## src/design/cllfl_pkg.sv

```systemverilog
// ----------------------------------------------------------------------------
// cllfl_pkg: shared types, constants and microcode for the circular list
// Slot store geometry, control word layout and the microprogram ROM.
// ----------------------------------------------------------------------------
`default_nettype none

package cllfl_pkg;

  localparam int NODE_SLOTS = 8;
  localparam int SLOT_W     = $clog2(NODE_SLOTS);
  localparam int CNT_W      = $clog2(NODE_SLOTS + 1);
  localparam int VAL_W      = 32;
  localparam int SLOT_OUT_W = 3;
  localparam int IN_W       = 40;
  localparam int OUT_W      = 40;
  localparam int UPC_W      = 5;

  typedef logic [SLOT_W-1:0] slot_t;

  typedef enum logic [1:0] {
    REQ_INS_FRONT,
    REQ_INS_BACK,
    REQ_DEL_TAIL,
    REQ_READ_ALL
  } req_t;

  typedef enum logic [1:0] {
    ST_OK,
    ST_OVERFLOW,
    ST_EMPTY
  } status_t;

  // read address source for both stores
  typedef enum logic [1:0] {
    RS_TAIL,
    RS_FREE,
    RS_CUR
  } rsel_t;

  // link store write: address <- data
  typedef enum logic [2:0] {
    LW_NONE,
    LW_SLOT_RLINK,   // link[slot] <- link[tail] just read
    LW_TAIL_SLOT,    // link[tail] <- slot
    LW_SLOT_SELF,    // link[slot] <- slot
    LW_PREV_FIRST,   // link[prev] <- first
    LW_SLOT_FREE     // link[slot] <- free head
  } lwr_t;

  typedef enum logic [3:0] {
    ACT_NONE,
    ACT_TAKE,
    ACT_ALLOC,
    ACT_LINK_BACK,
    ACT_FIRST,
    ACT_DEL_START,
    ACT_WALK,
    ACT_TAIL_PREV,
    ACT_CLEAR,
    ACT_FREE,
    ACT_RD_INIT,
    ACT_RD_FIRST,
    ACT_RD_NEXT
  } act_t;

  typedef enum logic [2:0] {
    EM_NONE,
    EM_RESULT,
    EM_READ,
    EM_OVF,
    EM_EMPTY
  } emit_t;

  typedef enum logic [2:0] {
    C_NEVER,
    C_ALWAYS,
    C_LIST_EMPTY,
    C_RLINK_TAIL,
    C_CUR_TAIL,
    C_RD_MORE
  } cond_t;

  typedef enum logic [UPC_W-1:0] {
    U_IDLE,
    U_I0,
    U_I1,
    U_I2,
    U_I3,
    U_I_FIRST,
    U_I_EMIT,
    U_D0,
    U_D1,
    U_W0,
    U_W1,
    U_D_FIX,
    U_D_ONE,
    U_D_FREE,
    U_D_EMIT,
    U_R0,
    U_R1,
    U_R2,
    U_R3,
    U_E_OVF,
    U_E_EMPTY
  } upc_t;

  typedef struct packed {
    rsel_t   rsel;
    lwr_t    lwr;
    logic    vwr;
    act_t    act;
    emit_t   emit;
    cond_t   cond;
    upc_t    target;
    logic    done;     // fall back to idle when the jump is not taken
  } uword_t;

  typedef struct packed {
    logic full;
    logic nonempty;
    logic rlink_tail;
    logic cur_tail;
    logic rd_more;
    logic out_free;
  } dp_stat_t;

  localparam uword_t UW_NOP = '{
    rsel: RS_TAIL, lwr: LW_NONE, vwr: 1'b0, act: ACT_NONE,
    emit: EM_NONE, cond: C_NEVER, target: U_IDLE, done: 1'b1
  };

  function automatic slot_t next_slot(slot_t s);
    if (s == slot_t'(NODE_SLOTS - 1)) begin
      return '0;
    end
    return slot_t'(s + 1'b1);
  endfunction

  function automatic logic [SLOT_OUT_W-1:0] slot_out(slot_t s);
    logic [SLOT_W+SLOT_OUT_W-1:0] t;
    t = {{SLOT_OUT_W{1'b0}}, s};
    return t[SLOT_OUT_W-1:0];
  endfunction

  // microprogram ROM
  function automatic uword_t ucode(upc_t a);
    uword_t w;
    w = UW_NOP;
    w.done = 1'b0;
    case (a)
      U_IDLE: begin
        w = UW_NOP;
      end
      U_I0: begin
        w.rsel = RS_FREE;
        w.act  = ACT_TAKE;
      end
      U_I1: begin
        w.rsel   = RS_TAIL;
        w.vwr    = 1'b1;
        w.act    = ACT_ALLOC;
        w.cond   = C_LIST_EMPTY;
        w.target = U_I_FIRST;
      end
      U_I2: begin
        w.lwr = LW_SLOT_RLINK;
      end
      U_I3: begin
        w.lwr    = LW_TAIL_SLOT;
        w.act    = ACT_LINK_BACK;
        w.cond   = C_ALWAYS;
        w.target = U_I_EMIT;
      end
      U_I_FIRST: begin
        w.lwr = LW_SLOT_SELF;
        w.act = ACT_FIRST;
      end
      U_I_EMIT: begin
        w.emit = EM_RESULT;
        w.done = 1'b1;
      end
      U_D0: begin
        w.rsel = RS_TAIL;
      end
      U_D1: begin
        w.act    = ACT_DEL_START;
        w.cond   = C_RLINK_TAIL;
        w.target = U_D_ONE;
      end
      U_W0: begin
        w.rsel   = RS_CUR;
        w.cond   = C_CUR_TAIL;
        w.target = U_D_FIX;
      end
      U_W1: begin
        w.act    = ACT_WALK;
        w.cond   = C_ALWAYS;
        w.target = U_W0;
      end
      U_D_FIX: begin
        w.lwr    = LW_PREV_FIRST;
        w.act    = ACT_TAIL_PREV;
        w.cond   = C_ALWAYS;
        w.target = U_D_FREE;
      end
      U_D_ONE: begin
        w.act = ACT_CLEAR;
      end
      U_D_FREE: begin
        w.lwr = LW_SLOT_FREE;
        w.act = ACT_FREE;
      end
      U_D_EMIT: begin
        w.emit = EM_RESULT;
        w.done = 1'b1;
      end
      U_R0: begin
        w.rsel = RS_TAIL;
        w.act  = ACT_RD_INIT;
      end
      U_R1: begin
        w.act = ACT_RD_FIRST;
      end
      U_R2: begin
        w.rsel = RS_CUR;
      end
      U_R3: begin
        w.rsel   = RS_CUR;
        w.emit   = EM_READ;
        w.act    = ACT_RD_NEXT;
        w.cond   = C_RD_MORE;
        w.target = U_R2;
        w.done   = 1'b1;
      end
      U_E_OVF: begin
        w.emit = EM_OVF;
        w.done = 1'b1;
      end
      U_E_EMPTY: begin
        w.emit = EM_EMPTY;
        w.done = 1'b1;
      end
      default: begin
        w = UW_NOP;
      end
    endcase
    return w;
  endfunction

endpackage

`default_nettype wire

```

## src/design/circular_list_with_free_list.sv

```systemverilog
// ----------------------------------------------------------------------------
// circular_list_with_free_list: circular linked list over a slot store
// Insert front/back, delete tail and read-all on a store with a free list.
// ----------------------------------------------------------------------------
// One request is processed at a time by a microcoded sequencer over a single
// read port per store. Delete walks the links to reach the tail's
// predecessor unless the list holds one element. Overflow and empty are
// reported as error results. Results go out through a register, so the
// next request is taken while the last result waits; a result stalled at
// the output stalls only the step that emits. After reset the store holds
// nothing and all slots are free; no clearing pass is needed.
`default_nettype none

module circular_list_with_free_list import cllfl_pkg::*; (
  input  wire logic             clk,
  input  wire logic             rst,
  input  wire logic             s_tvalid,
  output logic                  s_tready,
  input  wire logic [IN_W-1:0]  s_tdata,   // req_type[1:0], item_value[33:2]
  output logic                  m_tvalid,
  input  wire logic             m_tready,
  output logic [OUT_W-1:0]      m_tdata,   // status[1:0], value[33:2], slot[36:34]
  output logic                  m_tlast    // last_of_run
);

  logic                   in_xfer;
  req_t                   req;
  uword_t                 ctrl;
  dp_stat_t               stat;
  status_t                out_status;
  logic [VAL_W-1:0]       out_value;
  logic [SLOT_OUT_W-1:0]  out_slot;

  assign in_xfer = s_tvalid && s_tready;
  assign req     = req_t'(s_tdata[1:0]);

  cllfl_seq u_seq (
    .clk      (clk),
    .rst      (rst),
    .in_xfer  (in_xfer),
    .req      (req),
    .stat     (stat),
    .in_ready (s_tready),
    .ctrl     (ctrl)
  );

  cllfl_dp u_dp (
    .clk        (clk),
    .rst        (rst),
    .in_xfer    (in_xfer),
    .in_req     (req),
    .in_val     (s_tdata[VAL_W+1:2]),
    .ctrl       (ctrl),
    .out_ready  (m_tready),
    .stat       (stat),
    .out_valid  (m_tvalid),
    .out_status (out_status),
    .out_value  (out_value),
    .out_slot   (out_slot),
    .out_last   (m_tlast)
  );

  assign m_tdata = {{(OUT_W - 2 - VAL_W - SLOT_OUT_W){1'b0}}, out_slot, out_value,
                    out_status};

endmodule

`default_nettype wire

```

## src/design/cllfl_seq.sv

```systemverilog
// ----------------------------------------------------------------------------
// cllfl_seq: microcode sequencer
// Step counter, request dispatch and conditional jumps over the ROM.
// ----------------------------------------------------------------------------
`default_nettype none

module cllfl_seq import cllfl_pkg::*; (
  input  wire logic     clk,
  input  wire logic     rst,
  input  wire logic     in_xfer,
  input  wire req_t     req,
  input  wire dp_stat_t stat,
  output logic          in_ready,
  output uword_t        ctrl
);

  upc_t   upc, upc_next;
  uword_t word;
  logic   go;
  logic   cond_ok;

  assign word = ucode(upc);
  // a step that emits waits for the output register
  assign go = (word.emit == EM_NONE) || stat.out_free;

  always_comb begin
    case (word.cond)
      C_NEVER:      cond_ok = 1'b0;
      C_ALWAYS:     cond_ok = 1'b1;
      C_LIST_EMPTY: cond_ok = !stat.nonempty;
      C_RLINK_TAIL: cond_ok = stat.rlink_tail;
      C_CUR_TAIL:   cond_ok = stat.cur_tail;
      C_RD_MORE:    cond_ok = stat.rd_more;
      default:      cond_ok = 1'b0;
    endcase
  end

  // next step
  always_comb begin
    upc_next = upc;
    if (upc == U_IDLE) begin
      if (in_xfer) begin
        case (req)
          REQ_INS_FRONT, REQ_INS_BACK: upc_next = stat.full ? U_E_OVF : U_I0;
          REQ_DEL_TAIL:                upc_next = stat.nonempty ? U_D0 : U_E_EMPTY;
          REQ_READ_ALL:                upc_next = stat.nonempty ? U_R0 : U_E_EMPTY;
          default:                     upc_next = U_IDLE;
        endcase
      end
    end else if (go) begin
      if (cond_ok) begin
        upc_next = word.target;
      end else if (word.done) begin
        upc_next = U_IDLE;
      end else begin
        upc_next = upc_t'(upc + 1'b1);
      end
    end
  end

  // control outputs; a stalled step keeps its read address only
  always_comb begin
    ctrl     = word;
    in_ready = (upc == U_IDLE);
    if (!go) begin
      ctrl.lwr  = LW_NONE;
      ctrl.vwr  = 1'b0;
      ctrl.act  = ACT_NONE;
      ctrl.emit = EM_NONE;
    end
  end

  always_ff @(posedge clk) begin
    if (rst) begin
      upc <= U_IDLE;
    end else begin
      upc <= upc_next;
    end
  end

endmodule

`default_nettype wire

```

## src/design/cllfl_dp.sv

```systemverilog
// ----------------------------------------------------------------------------
// cllfl_dp: list datapath
// Link and value stores, list pointers, walk registers and result register.
// ----------------------------------------------------------------------------
`default_nettype none

module cllfl_dp import cllfl_pkg::*; (
  input  wire logic                  clk,
  input  wire logic                  rst,
  input  wire logic                  in_xfer,
  input  wire req_t                  in_req,
  input  wire logic [VAL_W-1:0]      in_val,
  input  wire uword_t                ctrl,
  input  wire logic                  out_ready,
  output dp_stat_t                   stat,
  output logic                       out_valid,
  output status_t                    out_status,
  output logic [VAL_W-1:0]           out_value,
  output logic [SLOT_OUT_W-1:0]      out_slot,
  output logic                       out_last
);

  slot_t             tail, free_head, slot_r, first, prev, cur, k;
  logic [CNT_W-1:0]  cnt;
  logic              nonempty;
  req_t              req_r;
  logic [VAL_W-1:0]  dval;

  slot_t             rlink;
  logic [VAL_W-1:0]  rval;
  slot_t             lmem [NODE_SLOTS];
  logic [NODE_SLOTS-1:0] lvalid;   // unwritten links read as the reset chain
  logic [VAL_W-1:0]  vmem [NODE_SLOTS];

  slot_t             raddr, lwa, lwd;
  logic              lwe;
  logic              rd_last;

  always_comb begin
    case (ctrl.rsel)
      RS_TAIL: raddr = tail;
      RS_FREE: raddr = free_head;
      RS_CUR:  raddr = cur;
      default: raddr = tail;
    endcase
  end

  always_comb begin
    lwe = 1'b1;
    lwa = slot_r;
    lwd = slot_r;
    case (ctrl.lwr)
      LW_SLOT_RLINK: lwd = rlink;
      LW_TAIL_SLOT:  lwa = tail;
      LW_SLOT_SELF:  lwd = slot_r;
      LW_PREV_FIRST: begin
        lwa = prev;
        lwd = first;
      end
      LW_SLOT_FREE:  lwd = free_head;
      default:       lwe = 1'b0;
    endcase
  end

  assign rd_last = (cur == tail) || (k == slot_t'(NODE_SLOTS - 1));

  always_comb begin
    stat.full       = (cnt == CNT_W'(NODE_SLOTS));
    stat.nonempty   = nonempty;
    stat.rlink_tail = (rlink == tail);
    stat.cur_tail   = (cur == tail);
    stat.rd_more    = !rd_last;
    stat.out_free   = !out_valid || out_ready;
  end

  // control state
  always_ff @(posedge clk) begin
    if (rst) begin
      tail      <= '0;
      free_head <= '0;
      cnt       <= '0;
      nonempty  <= 1'b0;
      lvalid    <= '0;
      out_valid <= 1'b0;
    end else begin
      if (lwe) begin
        lvalid[lwa] <= 1'b1;
      end
      case (ctrl.act)
        ACT_ALLOC: begin
          free_head <= rlink;
          cnt       <= CNT_W'(cnt + 1'b1);
        end
        ACT_LINK_BACK: begin
          if (req_r == REQ_INS_BACK) begin
            tail <= slot_r;
          end
        end
        ACT_FIRST: begin
          tail     <= slot_r;
          nonempty <= 1'b1;
        end
        ACT_TAIL_PREV: tail <= prev;
        ACT_CLEAR: begin
          tail     <= '0;
          nonempty <= 1'b0;
        end
        ACT_FREE: begin
          free_head <= slot_r;
          cnt       <= CNT_W'(cnt - 1'b1);
        end
        default: ;
      endcase
      if (ctrl.emit != EM_NONE) begin
        out_valid <= 1'b1;
      end else if (out_ready) begin
        out_valid <= 1'b0;
      end
    end
  end

  // walk and result payload
  always_ff @(posedge clk) begin
    if (in_xfer) begin
      req_r <= in_req;
      dval  <= in_val;
    end
    case (ctrl.act)
      ACT_TAKE: slot_r <= free_head;
      ACT_DEL_START: begin
        dval   <= rval;
        first  <= rlink;
        prev   <= rlink;
        cur    <= rlink;
        slot_r <= tail;
      end
      ACT_WALK: begin
        prev <= cur;
        cur  <= rlink;
      end
      ACT_RD_INIT:  k <= '0;
      ACT_RD_FIRST: cur <= rlink;
      ACT_RD_NEXT: begin
        cur <= rlink;
        k   <= slot_t'(k + 1'b1);
      end
      default: ;
    endcase
    case (ctrl.emit)
      EM_RESULT: begin
        out_status <= ST_OK;
        out_value  <= dval;
        out_slot   <= slot_out(slot_r);
        out_last   <= 1'b1;
      end
      EM_READ: begin
        out_status <= ST_OK;
        out_value  <= rval;
        out_slot   <= slot_out(cur);
        out_last   <= rd_last;
      end
      EM_OVF: begin
        out_status <= ST_OVERFLOW;
        out_value  <= '0;
        out_slot   <= '0;
        out_last   <= 1'b1;
      end
      EM_EMPTY: begin
        out_status <= ST_EMPTY;
        out_value  <= '0;
        out_slot   <= '0;
        out_last   <= 1'b1;
      end
      default: ;
    endcase
  end

  // stores: one write and one registered read each per cycle
  always_ff @(posedge clk) begin
    if (lwe) begin
      lmem[lwa] <= lwd;
    end
    if (ctrl.vwr) begin
      vmem[slot_r] <= dval;
    end
    rlink <= lvalid[raddr] ? lmem[raddr] : next_slot(raddr);
    rval  <= vmem[raddr];
  end

endmodule

`default_nettype wire

```

## config.mk

```make
export PLATFORM = sky130hd
export DESIGN_NAME = circular_list_with_free_list
export DESIGN_NICKNAME = d
export VERILOG_FILES = /design/src/design/cllfl_pkg.sv /design/src/design/circular_list_with_free_list.sv /design/src/design/cllfl_seq.sv /design/src/design/cllfl_dp.sv
export SDC_FILE = /design/constraint.sdc
export NUM_CORES = 1
export LEC_CHECK = 0
export BUFFER_PORTS_ARGS = -buffer_cell sky130_fd_sc_hd__buf_2
export CAP_MARGIN = 5
export CORE_MARGIN = 1
export CORE_UTILIZATION = 55
export CTS_CLUSTER_SIZE = 12
export DETAILED_ROUTE_END_ITERATION = 7
export GPL_TIMING_DRIVEN = 0
export PLACE_DENSITY = 0.76
export SKIP_LAST_GASP = 1
export SYNTH_ARGS = -nofsm -noshare
export SYNTH_HDL_FRONTEND = slang
export SYNTH_SLANG_ARGS = --single-unit
```

## constraint.sdc

```tcl
create_clock -name clk -period 4.6 [get_ports clk]
set_input_delay 0.69 -clock clk [delete_from_list [all_inputs] [get_ports clk]]
set_output_delay 0.69 -clock clk [all_outputs]
set_load 0.05 [all_outputs]
```

### After elaboration in Yosys (flattened, before gate mapping)

Memory sizes are Yosys's and may differ from the RTL's. A register that Yosys moved wholly into a read port is not among the register bits.
Index checks and enable logic that the tools add are counted.

| storage, ports and cells | value |
|---|---|
| output and inout bits | 43 |
| input port bits | 44 |
| memory bits (writable) | 280 |
| register bits | 115 |
| memories kept | 2 |

| operators by class | value |
|---|---|
| add/sub/neg operators | 5 |
| reduce and logical (&&, ||, !) cells | 35 |
| order comparisons | 3 |
| bitwise gates (word level) | 1 |
| mux-type cells | 49 |
| equal/unequal tests | 59 |

Memories:

| memory | words | bits a word | read ports | clocked after memory_dff | wr ports | line | RTL |
|---|---|---|---|---|---|---|---|
| u_dp.vmem | 8 | 32 | 1 | 1 | 1 | cllfl_dp.sv:33 | `logic [VAL_W-1:0] vmem [NODE_SLOTS];` |
| u_dp.lmem | 8 | 3 | 1 | 0 | 1 | cllfl_dp.sv:31 | `slot_t lmem [NODE_SLOTS];` |

Operators with widths:

| operator | number |
|---|---|
| 32-bit one-hot mux with 3 select lines | 1 |
| 32-bit two-way mux | 2 |
| 8-bit one-hot mux with 7 select lines | 1 |
| 4-bit one-hot mux with 12 select lines | 1 |
| 5-bit by 4-bit == test with 1-bit output, second input constant | 8 |
| 5-bit two-way mux | 8 |
| 3-bit one-hot mux with 2 select lines | 6 |
| 5-bit == test, second input constant | 5 |
| 4-bit == test, second input constant | 6 |
| 3-bit one-hot mux with 4 select lines | 2 |
| 3-bit == test, second input constant | 7 |
| 5-bit by 3-bit == test with 1-bit output, second input constant | 4 |
| 3-bit by 2-bit == test with 1-bit output, second input constant | 6 |
| 3-bit one-hot mux with 3 select lines | 2 |
| 2-bit nonzero test | 9 |
| 4-bit by 3-bit == test with 1-bit output, second input constant | 4 |
| 3-bit one-hot mux with 5 select lines | 1 |
| 5-bit one-hot mux with 3 select lines | 1 |
| 15-bit OR reduction | 1 |
| 3-bit two-way mux | 4 |
| 1-bit two-way mux | 11 |
| 11-bit two-way mux | 1 |
| 5-bit by 2-bit == test with 1-bit output, second input constant | 2 |
| 3-bit by 1-bit == test with 1-bit output, second input constant | 3 |
| other kinds (34) | 56 |

### Logic depth before layout (Yosys ltp)

Gate-level depths: netlist of the first run.

| logic depth | value |
|---|---|
| depth after elaboration | 13 |
| depth in mapped cells | 18 |
| depth with buffers taken out | 14 |

### Modules after synthesis

A second synthesis of the first run with hierarchy kept.

| second synthesis, totals | value |
|---|---|
| cells, all modules | 1460 |
| area, all modules | 17994.8 um^2 |

Modules (own cells, without submodules):

| module | area an instance (um^2) | cells an instance | instances |
|---|---|---|---|
| cllfl_dp | 16828.6 | 1291 | 1 |
| cllfl_seq | 1133.6 | 164 | 1 |
| circular_list_with_free_list | 32.5 | 5 | 1 |

### Least setup slack after synthesis of the first run

Ideal clock, no wire load.

| path | value |
|---|---|
| kind | reg-to-reg |
| from | register u_seq.upc[0] |
| to | register u_dp.rlink[2] |
| required time | 4.465 ns |
| stages on the path, launching flop included | 14 |
| path slack | 0.948 ns |
| arrival time | 3.517 ns |
| library setup time | 0.135 ns |
| buffers on the path | 2 |
| path through | dfxtp_1 ha_1 clkbuf_1 clkbuf_1 nor2_1 o22ai_1 and2_1 ha_1 a221o_1 o21ai_1 mux4_2 mux2i_1 mux2i_1 mux2i_1 |

| on the way | value |
|---|---|
| longest elaborated chain between the ends | 9 |
| elaborated cells between the ends (all ways) | 17 |
| those cells by class | add/sub: 1; eq/ne: 7; mux: 7; reduce/logical: 1; memory: 1 |

RTL lines:

| element | line | RTL |
|---|---|---|
| start: declaration | cllfl_seq.sv:17 | `upc_t upc, upc_next;` |
| start signal: assignment | cllfl_seq.sv:77 | `upc <= upc_next;` |
| 5-bit by 4-bit == test with 1-bit output / 5-bit == test (equally long branches) | cllfl_pkg.sv:150 | `case (a)` |
| 3-bit OR reduction (no line) | n/a |  |
| 2-bit one-hot mux with 2 select lines (*) | cllfl_pkg.sv:150 |  |
| 2-bit == test / 2-bit by 1-bit == test with 1-bit output (equally long branches) | cllfl_dp.sv:40 | `case (ctrl.rsel)` |
| 3-bit one-hot mux with 2 select lines (*) | cllfl_dp.sv:40 |  |
| parallel branches: the longest is 3 deep, another holds 3-bit by 1-bit adder with 3-bit output | n/a |  |
| 3-bit two-way mux (*) | cllfl_dp.sv:186 | `rlink <= lvalid[raddr] ? lmem[raddr] : next_slot(raddr);` |
| end signal: assignment | cllfl_dp.sv:186 |  |
| end: declaration | cllfl_dp.sv:29 | `slot_t rlink;` |

Every way passes the cells marked *. The select of a mux whose other input is x is not followed.
A chain may end at the register's enable or synchronous reset.

### Worst setup path in the final report of the first run

| path | value |
|---|---|
| from | register u_seq.upc[1] |
| to | register u_dp.rlink[2] |

Same word-level chain as after synthesis.

==> results.ini, run 1 <==
[die]
io_pins=87
rows=64
initial_core_util=0.565
dieWidth_um=180
fp.dieH_um=180
dieArea_um2=32600
core_area_um2=31000

[clocking]
numCtsBuffers=43
post_cts_buffers=0
htree_levels=2
clockRootBuffer=clkbuf_16
cts_buffer_depth=3
cts_resized=2
cts.sinks=427
cts_hold_buf=0
cts_tree=done
clkTransAtPathRegs_ns=0.06
clkLatencyLatePin_ns=0.55

[grt]
grt_max_degree=30
grt_first_pass_wirelength_um=61000
first_global_vias=10168
grt_antenna_before_repair=0
track_usage=0.253
gr-total-overflow=0

[worst_setup_path]
rr_startpoint=u_seq.upc[1]
r2r_setup_slack_ns=0.08
cp-endpoint=u_dp.rlink[2]
cp_max_fo=10
crit_required_ns=4.97
r2r_end=u_dp.rlink[2]
critical_path_class=flop to flop
arrival_ns=4.90
startpoint_type=flop
crit_path_start=u_seq.upc[1]
r2r_cells=16
end_kind=flop

[placement]
postPlaceCellArea_um2=18700
gp_congestion=0.916
dp_cells=1495
hpwl_um=25800
io_buffers=76

[sta]
period_needed_ns=4.52
finalClockSkew_ns=0.0174
hold_viol_final=0
slew_headroom=0.206
max_freq_mhz=221
slew_viol_final=0
setup_viol=0
timing.final.crit_share=0.983
grt_setup_unrepaired=yes
tightest_slew_ns=1.19

[route]
met1_length_um=16100
num_vias=10068
post-route-drc-count=0
via_per_inst=6.42
top_layer_used=met4
route.met2.wl_um=20200
dr.pass1.iters=5
drt_wl_total_um=40500
wire_per_inst_um=25.8
wl_met3_um=2880
drt_iter0_markers=1095
ant_nets=0

[power]
p_leak_nw=6.96
power_mw=12.5
irDropWorstVdd_mv=0.349
p_per_area_nw_per_um2=625

[logic_synthesis]
synthTopCellsByArea=edfxtp_1 (63%), mux4_2 (9.3%), dfxtp_1 (6.9%)
yosys.area.top_type=edfxtp_1
syn_area_um2=17500
syn_inst=1011
yosysWarnings=0
synth.top_cell.area_share=0.629
synth-main-ff-cell=edfxtp_1
ys_seq_area_frac=0.698
async_flop_share=0
synth-seq-cells=427
synth_edf_count=367
synth.distinct_cells=78
avgSynthCellArea_um2=17.3

[finish]
postLayoutCoreUtil=0.645
num_antenna_cells=0
syn_to_final_growth_pct=14.2
design_area_um2=20000
final_nets=1199
final_common_cell=edfxtp_1
drive_gt1_frac=0.292
final_cell_mix=edfxtp_1 (367), buf_2 (97), mux4_2 (72)
stdcell_count=1569

[min_path]
hold_path_class=input pin to flop
min_path_cells=1

[run]
cap_viol_max_count=0

[status]
status=completed

-- stage by stage --
step                      setup slack, ns  hold slack [ns]  TNS (ns)
after global placement             -0.727            0.442    -80.05
after detailed placement           -0.313            0.449     -5.21
after floorplan                     0.948            0.427         0
final                              0.0780            0.348         0
after global routing              -0.0878            0.325   -0.0939
after CTS                          0.0218            0.329         0
-- Yosys cell counts (9+ instances only) --
master	number
a21oi_1	13
a22o_1	36
buf_1	11
buf_2	21
clkbuf_1	20
dfxtp_1	60
edfxtp_1	367
ha_1	11
inv_1	19
mux2_2	66
mux2i_1	13
mux4_2	72
nand2_1	39
nand2b_1	11
nand3_1	14
nor2_1	36
nor3_1	10
o21ai_0	25
xnor2_1	9
-- cell families after synthesis --
family,count (synthesis),share of synthesized area
AO/OA/AOI/OAI,162,0.0712
XOR/XNOR,9,0.00450
adder cells (fa/ha/maj),11,0.00786
buffers and inverters,78,0.0200
flip-flops,427,0.698
multiplexers,157,0.148
other,1,0.000214
AND/OR/NAND/NOR,166,0.0506
-- power by group --
group          internal [mW]  switching, mW
clock network           1.87           1.39
registers               5.03          0.428
logic                   1.64           2.15
total                   8.55           3.97
-- layer usage --
metal,GRT usage,vias to the layer above
met5,0,-
met4,0.0831,0
met3,0.0394,98
met2,0.428,499
met1,0.337,5121
li1,-,4350
-- registers in the layout (all words and copies together), names as in the netlist, 4 cells and up --
register        count
u_dp.vmem         256
u_dp.dval          32
u_dp.out_value     32
u_dp.rval          32
u_dp.lmem          24
u_dp.lvalid         8
u_seq.upc           5
u_dp.cnt            4
-- critical path: stages (launching register included) --
cell and delay, ns:
dfxtp_1 0.34, inv_1 0.12, ha_1 0.18, clkbuf_1 0.40
clkbuf_1 0.45, nor2_1 0.10, o22ai_1 0.13, and2_1 0.21
inv_1 0.07, ha_1 0.24, a221o_1 0.32, o21ai_0 0.20
clkbuf_2 0.47, mux4_2 0.40, mux2i_2 0.36, mux2i_1 0.25
mux2i_1 0.11
-- final cells by class --
| cell class | instances | area [um^2] |
|---|---|---|
| inverters | 19 | 71.3 |
| multi-input cells | 508 | 5020 |
| fillers | 2075 | 11000 |
| clock buffers | 65 | 1170 |
| repair buffers | 86 | 603 |
| flip-flops and latches | 427 | 12200 |
| plain buffers | 59 | 288 |
| clock inverters | 9 | 130 |
| well taps | 396 | 495 |
-- worst min path at each step --
stage                   startpoint              to  slack, ns
floorplan           u_dp.lvalid[2]  u_dp.lvalid[2]       0.43
global placement    u_dp.lvalid[5]  u_dp.lvalid[5]       0.44
detailed placement  u_dp.lvalid[4]  u_dp.lvalid[4]       0.45
CTS                     s_tdata[0]   u_dp.req_r[0]       0.33
global route            s_tdata[0]   u_dp.req_r[0]       0.33
finish                  s_tdata[0]   u_dp.req_r[0]       0.35
(Power assumes the default switching activity.)
==> run 2, diff against run 1 <==
Settings changed: CAP_MARGIN 5 to unset, SYNTH_HIERARCHICAL set to 1.
==> results.ini, run 2 <==
[worst_setup_path]
cp_max_fo=16  ; +6
end_kind=flop
crit_required_ns=4.78  ; -0.19 ns
startpoint_type=flop
critical_path_class=flop to flop
arrival_ns=4.52  ; -0.38 ns

[sta]
hold_viol_final=0  ; unchanged
tightest_slew_ns=1.14  ; -0.0436 ns
slew_viol_final=0  ; unchanged
setup_viol=0  ; unchanged
holdWs_ns=0.338  ; -0.0101 ns
grt_setup_unrepaired=no
finalClockSkew_ns=0.0270  ; +0.00958 ns
period_needed_ns=4.34  ; -0.184 ns
timing.final.crit_share=0.943  ; -0.0401
max_freq_mhz=231  ; +4.3%
slew_headroom=0.237  ; +0.0310

[grt]
grt_first_pass_wirelength_um=69700  ; +14%
track_usage=0.280  ; +0.0270
gr-total-overflow=0  ; unchanged
grt_max_degree=24  ; -20%
first_global_vias=12072  ; +19%
grt_antenna_before_repair=1  ; +1

[clocking]
clkTransAtPathRegs_ns=0.06  ; about the same
clkLatencyLatePin_ns=0.55  ; about the same
clockRootBuffer=clkbuf_16
post_cts_buffers=0  ; unchanged
cts.sinks=427  ; unchanged
htree_levels=2  ; unchanged
cts_buffer_depth=3  ; unchanged
cts_tree=done
numCtsBuffers=44  ; +2.3%
cts_hold_buf=0  ; unchanged

[route]
wire_per_inst_um=22.4  ; -13%
ant_nets=0  ; unchanged
num_vias=12475  ; +24%
post-route-drc-count=0  ; unchanged
drt_wl_total_um=46200  ; +14%
via_per_inst=6.03  ; -6.0%
drt_iter0_markers=1657  ; +51%
dr.pass1.iters=6  ; +1

[finish]
final_cell_mix=edfxtp_1 (367), nand2_1 (327), nand3_1 (167)
final_common_cell=edfxtp_1
stdcell_count=2068  ; +32%
multiInputGateArea_um2=5310  ; +5.6%
final_nets=1653  ; +38%
fill_cells=2360  ; +14%
seq_area_um2=12200  ; unchanged
num_antenna_cells=0  ; unchanged
syn_to_final_growth_pct=14.7
largest_reg_flops=256  ; unchanged
drive_gt1_frac=0.179  ; -0.112
top_register=u_dp/vmem

[logic_synthesis]
syn_area_um2=18000  ; +2.6%
avgSynthCellArea_um2=12.3  ; -29%
yosysWarnings=6  ; +6
syn_inst=1456  ; +44%

[run]
cap_viol_max_count=0  ; unchanged

[placement]
gp_congestion=0.918  ; +0.14%
io_buffers=77  ; +1.3%
dp_cells=1985  ; +33%
hpwl_um=29500  ; +14%

[die]
dieWidth_um=183  ; +1.3%
core_area_um2=31900  ; +2.9%
rows=65  ; +1.6%
dieArea_um2=33400  ; +2.6%
initial_core_util=0.564  ; -0.00131
fp.dieH_um=183  ; +1.3%
io_pins=87  ; unchanged

[power]
p_leak_nw=7.55  ; +8.6%
irDropWorstVdd_mv=0.375  ; +7.5%
p_per_area_nw_per_um2=665  ; +6.3%

[status]
status=completed

[min_path]
hold_path_class=input pin to flop

-- run 2: what timing repair did --
item	in CTS	in global routing
gates cloned	1	0
setup endpoints to repair	32	40
hold endpoints to repair	0	0
resized for setup	3	2
-- run 2: worst paths after layout --
check	from	end	slack, ns	cells after the start
setup / recovery	u_seq/upc[2]	u_dp/dval[25]	0.26	14
setup reg to reg	u_seq/upc[2]	u_dp/dval[25]	0.26	14
hold reg to reg	u_dp/lvalid[3]	u_dp/lvalid[3]	0.48	1
hold / removal	s_tdata[0]	u_dp/req_r[0]	0.34	1
-- run 2: cell type report --
| type | count | area share |
|---|---|---|
| Sequential cell | 427 | 0.593 |
| Multi-Input combinational cell | 919 | 0.257 |
| Clock buffer | 75 | 0.0620 |
| Timing Repair Buffer | 93 | 0.0311 |
| Tap cell | 435 | 0.0264 |
| Buffer | 94 | 0.0228 |
| Clock inverter | 6 | 0.00370 |
| Inverter | 19 | 0.00346 |
-- run 2: through the flow --
step                      utilization  power [mW]  TNS (ns)  setup slack [ns]  instance area (um^2)
final                           0.646        13.7         0             0.262                 20600
after global routing            0.646        14.4         0            0.0156                 20600
after CTS                       0.646        13.7         0             0.136                 20600
after detailed placement        0.603        10.3    -21.85            -0.689                 19200
after global placement          0.593        10.1   -149.53             -1.42                 18900
after floorplan                     -        8.64         0             0.684                 18000
-- run 2: layer usage --
layer  wire length [um]  vias up  GRT usage
li1                   -     5595          -
met1              18500     6081      0.377
met2              22100      694      0.458
met3               4050      105     0.0453
met4               1600        0      0.108
met5                  0        -          0
-- run 2: report_power, final --
part	internal (mW)	switching, mW
clock	1.95	1.41
sequential	5.01	0.397
combinational	1.57	3.37
total	8.52	5.18
-- run 2: worst max-delay path, stage by stage (launching register included) --
cell      delay (ns)
dfxtp_1         0.29
buf_2           0.15
buf_2           0.20
buf_2           0.21
buf_2           0.20
and3_1          0.19
ha_1            0.19
a311oi_1        0.27
o31a_1          0.31
a21oi_1         0.12
o31a_1          0.14
nand2b_1        0.24
nor2_4          0.42
buf_2           0.54
or2_4           0.47
==> run 3, diff against run 2 <==
Settings changed: CELL_PAD_IN_SITES_DETAIL_PLACEMENT set to 0, CELL_PAD_IN_SITES_GLOBAL_PLACEMENT set to 1, CORE_UTILIZATION 55 to 50, PLACE_DENSITY 0.76 to 0.82, SLEW_MARGIN set to 20.
==> results.ini, run 3 (same netlist as run 2, synthesis figures left out) <==
[worst_setup_path]
cp_max_fo=16  ; unchanged
crit_required_ns=4.80  ; +0.02 ns
max_stage_delay_ns=0.43  ; -0.11 ns
startpoint_type=flop
cpMaxStageDelayCell=or2_4
worstPathBufferInverterCount=5  ; unchanged
arrival_ns=4.49  ; -0.03 ns
cp_cell_sequence=buf_2 -> buf_2 -> buf_2 -> buf_2 -> and3_1 -> ha_1 -> a311oi_1 -> o31a_1 -> a21oi_1 -> o31a_1 -> nand2b_1 -> nor2_4 -> clkbuf_4 -> or2_4
critical_path_class=flop to flop
cpMostUsedCell=buf_2
path_delay_family=simple AND/OR/NAND/NOR gates
end_kind=flop
r2r_setup_slack_ns=0.31  ; +0.05 ns

[grt]
use_met2=0.414  ; -0.0443
gr-total-overflow=0  ; unchanged
top_usage_layer=met2
track_usage=0.258  ; -0.0214
grt_antenna_before_repair=0  ; -1
first_global_vias=11730  ; -2.8%
use_met3=0.0493  ; +0.00406
grt_use_met1=0.350  ; -0.0270
grt_first_pass_wirelength_um=69600  ; -0.11%
grt_max_degree=21  ; -13%

[route]
via_per_inst=5.83  ; -3.4%
dr.pass1.iters=5  ; -1
post-route-drc-count=0  ; unchanged
wire_per_inst_um=22.2  ; -0.75%
drt_wl_total_um=46500  ; +0.50%
num_vias=12208  ; -2.1%
drt_iter0_markers=1076  ; -35%
ant_nets=0  ; unchanged

[placement]
hpwl_um=30000  ; +1.7%
io_buffers=77  ; unchanged
postPlaceCellArea_um2=19300  ; +0.23%
gp_congestion=0.873  ; -4.9%
pre_cts_ws_ns=-0.870  ; -0.182 ns

[sta]
grt_setup_unrepaired=no
timing.final.crit_share=0.933  ; -0.00983
tightest_slew_ns=1.19  ; +0.0447 ns
period_needed_ns=4.29  ; -0.0452 ns
hold_viol_final=0  ; unchanged
max_freq_mhz=233  ; +1.1%
finalClockSkew_ns=0.0133  ; -0.0136 ns
slew_headroom=0.207  ; -0.0298
holdWs_ns=0.321  ; -0.0171 ns
setup_viol=0  ; unchanged
slew_viol_final=0  ; unchanged
setup_slack_ns=0.308  ; +0.0452 ns

[power]
p_leak_nw=7.56  ; about the same
irDropWorstVdd_mv=0.431  ; +15%
p_per_area_nw_per_um2=663  ; -0.27%

[clocking]
numCtsBuffers=44  ; unchanged
htree_levels=2  ; unchanged
cts_tree=done
cts_buffer_depth=3  ; unchanged
post_cts_buffers=0  ; unchanged
clkTransAtPathRegs_ns=0.06  ; about the same
cts.sinks=427  ; unchanged
clockRootBuffer=clkbuf_16
clkLatencyLatePin_ns=0.56  ; about the same

[finish]
syn_to_final_growth_pct=14.7  ; about the same
final_cell_mix=edfxtp_1 (367), nand2_1 (327), nand3_1 (167)
top_register=u_dp/vmem
num_antenna_cells=0  ; unchanged
final_nets=1655  ; +0.12%
design_area_um2=20600  ; about the same
fill_cells=2883  ; +22%
largest_reg_flops=256  ; unchanged
drive_gt1_frac=0.181  ; +0.00184
final_common_cell=edfxtp_1

[die]
dieWidth_um=192  ; +4.8%
core_area_um2=35500  ; +11%
fp.dieH_um=192  ; +4.8%
rows=69  ; +6.2%
io_pins=87  ; unchanged
dieArea_um2=36700  ; +9.9%
initial_core_util=0.506  ; -0.0572

[min_path]
hold_path_class=input pin to flop

[status]
status=completed

[run]
cap_viol_max_count=0  ; unchanged

## run 3: power breakdown
group	internal [mW]	total (mW)	leakage [nW]	switching [mW]
clock	1.90	3.32	0.637	1.42
sequential	5.01	5.40	3.82	0.389
combinational	1.58	4.95	3.10	3.38
total	8.48	13.7	7.56	5.19
## run 3: final timing paths
kind	start	end	depth (start not counted)
worst max-delay path	u_seq/upc[2]	u_dp/dval[19]	14
worst min-delay path	s_tdata[0]	u_dp/req_r[0]	1
worst max register to register	u_seq/upc[2]	u_dp/dval[19]	14
worst min register to register	u_dp/lvalid[7]	u_dp/lvalid[7]	1
## run 3: metal layers
| layer | wire, um | part of all wire |
|---|---|---|
| met1 | 19600 | 0.42 |
| met2 | 21900 | 0.47 |
| met3 | 3380 | 0.073 |
| met4 | 1600 | 0.034 |
| met5 | 0 | 0 |
## run 3: timing repair
item / in CTS / in global routing
gates resized for setup: 4 / 1
endpoints found under the hold margin: 0 / 0
pin swaps: 1 / 0
hold buffers: 0 / 0
cloned: 1 / 0
setup endpoints to repair: 60 / 32
## run 3: area by class of cell
cell class	count	area, um^2	area share
sequential	427	12200	0.593
clock buffer	74	1290	0.0624
timing repair buffer	95	641	0.0311
multi-input combinational	919	5310	0.257
buffer	94	475	0.0231
inverter	19	71.3	0.00346
clock inverter	5	42.5	0.00206
tap	461	577	0.0280
## run 3: stage by stage
step,power [mW],TNS (ns),instances,utilization
2_1_floorplan,8.64,0,1458,-
3_3_place_gp,10.2,-177.75,1996,0.534
3_5_place_dp,10.3,-28.37,2014,0.543
4_1_cts,13.7,0,2094,0.581
5_1_grt,14.4,0,2094,0.581
6_report,13.7,0,2094,0.581
